<file path="src/hw/rtl/sdmd_pkg.sv">
// Shared widths, constants and types of the sigma-delta motion detector.
package sdmd_pkg;

    localparam int PIX_W = 8;
    localparam int IDX_W = 17;
    localparam int GAIN_W = 4;
    localparam int WORD_W = 2 * PIX_W;
    localparam int DEFAULT_MAX_PIXELS = 131072;

    localparam logic [GAIN_W-1:0] GAIN_RESET = 4'd4;
    localparam logic [PIX_W-1:0] PIX_MAX = 8'hFF;
    localparam logic [PIX_W-1:0] PIX_ZERO = 8'h00;

    typedef struct packed {
        logic [PIX_W-1:0] mean;
        logic [PIX_W-1:0] variance;
        logic             foreground;
    } sdmd_upd_t;

endpackage

</file>
<file path="src/hw/rtl/sdmd_update.sv">
// Mean and variance update and foreground decision for one pixel.
module sdmd_update
    import sdmd_pkg::*;
(
    input  logic [PIX_W-1:0]  pixel,
    input  logic              init_frame,
    input  logic [GAIN_W-1:0] gain,
    input  logic [PIX_W-1:0]  mean_old,
    input  logic [PIX_W-1:0]  variance_old,
    output sdmd_upd_t         upd
);

    logic [PIX_W-1:0]        mean_new;
    logic [PIX_W-1:0]        delta;
    logic [PIX_W+GAIN_W-1:0] product;
    logic [PIX_W-1:0]        target;
    logic [PIX_W-1:0]        variance_new;

    always_comb
    begin
        if (mean_old < pixel)
        begin
            mean_new = mean_old + 1'b1;
        end
        else if (mean_old > pixel)
        begin
            mean_new = mean_old - 1'b1;
        end
        else
        begin
            mean_new = mean_old;
        end

        delta = (mean_new > pixel) ? (mean_new - pixel) : (pixel - mean_new);
        product = gain * delta;
        target = (product > (PIX_W+GAIN_W)'(PIX_MAX)) ? PIX_MAX : product[PIX_W-1:0];

        variance_new = variance_old;
        if (delta != PIX_ZERO)
        begin
            if (variance_old < target)
            begin
                variance_new = variance_old + 1'b1;
            end
            else if (variance_old > target)
            begin
                variance_new = variance_old - 1'b1;
            end
        end

        if (init_frame)
        begin
            upd.mean = pixel;
            upd.variance = PIX_ZERO;
            upd.foreground = 1'b0;
        end
        else
        begin
            upd.mean = mean_new;
            upd.variance = variance_new;
            upd.foreground = (delta < variance_new);
        end
    end

endmodule

</file>
<file path="config.mk">
export PLATFORM = sky130hd
export DESIGN_NAME = sdmd_update
export DESIGN_NICKNAME = d
export VERILOG_FILES = /design/src/hw/rtl/sdmd_pkg.sv /design/src/hw/rtl/sdmd_update.sv
export SDC_FILE = /design/constraint.sdc
export NUM_CORES = 1
export LEC_CHECK = 0
export ABC_AREA = 1
export BUFFER_PORTS_ARGS = -buffer_cell sky130_fd_sc_hd__buf_2
export CAP_MARGIN = 30
export CELL_PAD_IN_SITES_DETAIL_PLACEMENT = 1
export CELL_PAD_IN_SITES_GLOBAL_PLACEMENT = 2
export CORE_UTILIZATION = 32
export DETAILED_ROUTE_END_ITERATION = 8
export PLACE_DENSITY_LB_ADDON = 0.1
export SYNTH_ARGS = -nofsm -noshare
export SYNTH_HDL_FRONTEND = slang
export SYNTH_SLANG_ARGS = --single-unit
</file>
<file path="constraint.sdc">
create_clock -name vclk -period 11.51
set_input_delay 0.5755 -clock vclk [all_inputs]
set_output_delay 0.5755 -clock vclk [all_outputs]
set_load 0.01 [all_outputs]
</file>
==> key figures <==
Worst setup path
  – Critical path class: in2out
  – Slowest stage delay, CP: 0.54 ns
  – Critical Path Most Common Cell: inv_1
  – Cell family with most CP delay: simple AND/OR/NAND/NOR gates
  – CP bufs+invs: 12
  – Data arrival, critical path: 9.76 ns
  – Worst setup path end: upd[0]
  – Critical path peak fanout: 13
  – Startpoint Class: input pin
  – WP depth: 54
  – CP required: 10.93 ns
  – Beginning of the critical path: pixel[5]
  – CP endpoint kind: output pin
  – Slowest CP cell: fa_1

STA
  – Worst Max-Slew Pin Slew: 0.685 ns
  – Final min period: 10.34 ns
  – Final setup vio count: 0
  – Setup TNS: 0 ns
  – Pins Over Slew Limit: 0
  – Final hold vios: 0
  – Fmax: 0.0968 GHz
  – RSZ-0062 raised after global routing: false
  – Post-route setup slack: 1.17 ns
  – Rel. slew slack: 0.540
  – Period Utilization, post-route: 0.898

Global route
  – Largest net degree at the start of global routing: 15
  – GRT Resource Usage Total: 0.191
  – First-pass GRT wire length: 15.7 mm
  – Total grt overflow: 0
  – Vias in the first global route: 3418
  – Initial antenna violation count: 0

Yosys
  – Synth warn: 0
  – Synthesized area per cell: 6.12 um^2
  – Synthesized net count: 608
  – Register area share after synthesis: 0
  – Ranking of synthesized cells by area: ha_1 23%, nand2_1 15%, inv_1 12%
  – Post-synth top area share: 0.234
  – Gate count of the mapped netlist: 507
  – Cell accounting for the most synthesized area: ha_1
  – Mapped cell area: 3100 um^2
  – Post-synth cell types: 41

Layout
  – Commonest non-fill, non-tap cells in the layout: 121 x nand2_1, 101 x inv_1, 58 x nor2_1, 58 x ha_1, 46 x buf_2
  – Register area: 0 um^2
  – Fraction of layout cells with a size suffix above 1: 0.148
  – Clkbuf count: 0
  – Synthesis-to-layout area growth: 12.0%
  – Finished Cell Area: 3470 um^2
  – Num sequential: 0
  – Most common cell after layout, fill and taps aside: nand2_1
  – # fillers: 1292
  – Antenna diodes: 0
  – Nets: 652
  – Multi-input logic area: 2690 um^2

Route
  – Initial DRC count: 53
  – Via count: 3225
  – DR vias/cell: 4.76
  – DRT Pass-1 Iters: 4
  – Detail Route Antenna Nets: 0
  – # DRC: 0
  – Final WL: 8.97 mm
  – WL/cell: 13.2 um

Placement
  – Dpl cell area: 3470 um^2
  – GP Congestion: 0.773
  – Number of port buffers: 46
  – Setup Slack @ Placement: 1.19 ns
  – DP HPWL: 8.23 mm

Flow run
  – Max-Cap Viols: 0

Floorplan
  – Row cnt: 35
  – Die area: 10100 um^2
  – Die W: 100 um
  – Core Region: 9330 um^2
  – Initial Util: 0.333
  – Die H: 100 um
  – Ports: 46

Clock network
  – Post-CTS Setup Bufs: 0
  – Hold_buf cts: 0
  – Post-cts repair resize count: 0

Min path
  – Hold Crit Start: pixel[6]
  – Min-Delay Path Depth: 4
  – Hold Crit Class: in2out

Status
  – Status: finished clean

Power
  – Leakage: 0.00207 uW
  – Cell Pwr Density: 189 nW/um^2
  – Worst vdd ir: 0.0938 mV
worst min-delay path by stage:
stage | endpoint | slack (ns)
after floorplan | upd[14] | 1.28
after global placement | upd[15] | 1.49
after detailed placement | upd[15] | 1.49
after CTS | upd[15] | 1.49
after global routing | upd[15] | 1.54
final | upd[15] | 1.49
power by group:
part           switching (uW)  internal (uW)
logic                     410            248
registers                   0              0
clock network               0              0
total                     410            248
cell type report:
class,count,area share
Tap cell,129,0.0465
Timing Repair Buffer,46,0.0663
Inverter,104,0.113
Multi-Input combinational cell,399,0.774
synth_stat cells (2+ instances only):
master,instances
ha_1,58
nor2_1,58
nand2_2,12
or2_2,4
inv_1,101
xnor2_1,5
o31ai_1,2
a21oi_1,17
nor3_1,5
a211oi_2,2
nand2_1,121
o21ai_0,21
nand3_1,24
xor2_1,13
o211ai_1,3
fa_1,14
nand4_1,13
nand2_4,5
nor2_4,3
o21bai_1,2
a211oi_1,2
inv_2,2
clkbuf_1,2
kinds of logic after synthesis:
kind of cell | count (synthesis) | share of synthesized area
xor gates and xnor gates | 18 | 0.0508
AOI/OAI and AO/OA | 60 | 0.129
adders and majority gates | 72 | 0.324
and+or+nand+nor | 249 | 0.363
buffers and inverters | 108 | 0.133
per-stage QoR:
stage / hold slack [ns] / power [uW] / instances / util
final: 1.49 / 658 / 678 / 0.373
after global routing: 1.54 / 765 / 678 / 0.373
after CTS: 1.49 / 668 / 678 / 0.373
after detailed placement: 1.49 / 662 / 678 / 0.373
after global placement: 1.49 / 651 / 678 / 0.373
after floorplan: 1.28 / 492 / 507 / -
routing by layer:
layer	part of all wire	routed length [um]	GRT usage	vias to the layer above
li1	-	-	-	1690
met1	0.54	4850	0.286	1498
met2	0.44	3950	0.325	37
met3	0.018	166	0.00208	0
met4	0	0	0	0
met5	0	0	0	-
No activity file was read; power rests on OpenSTA's default activity.
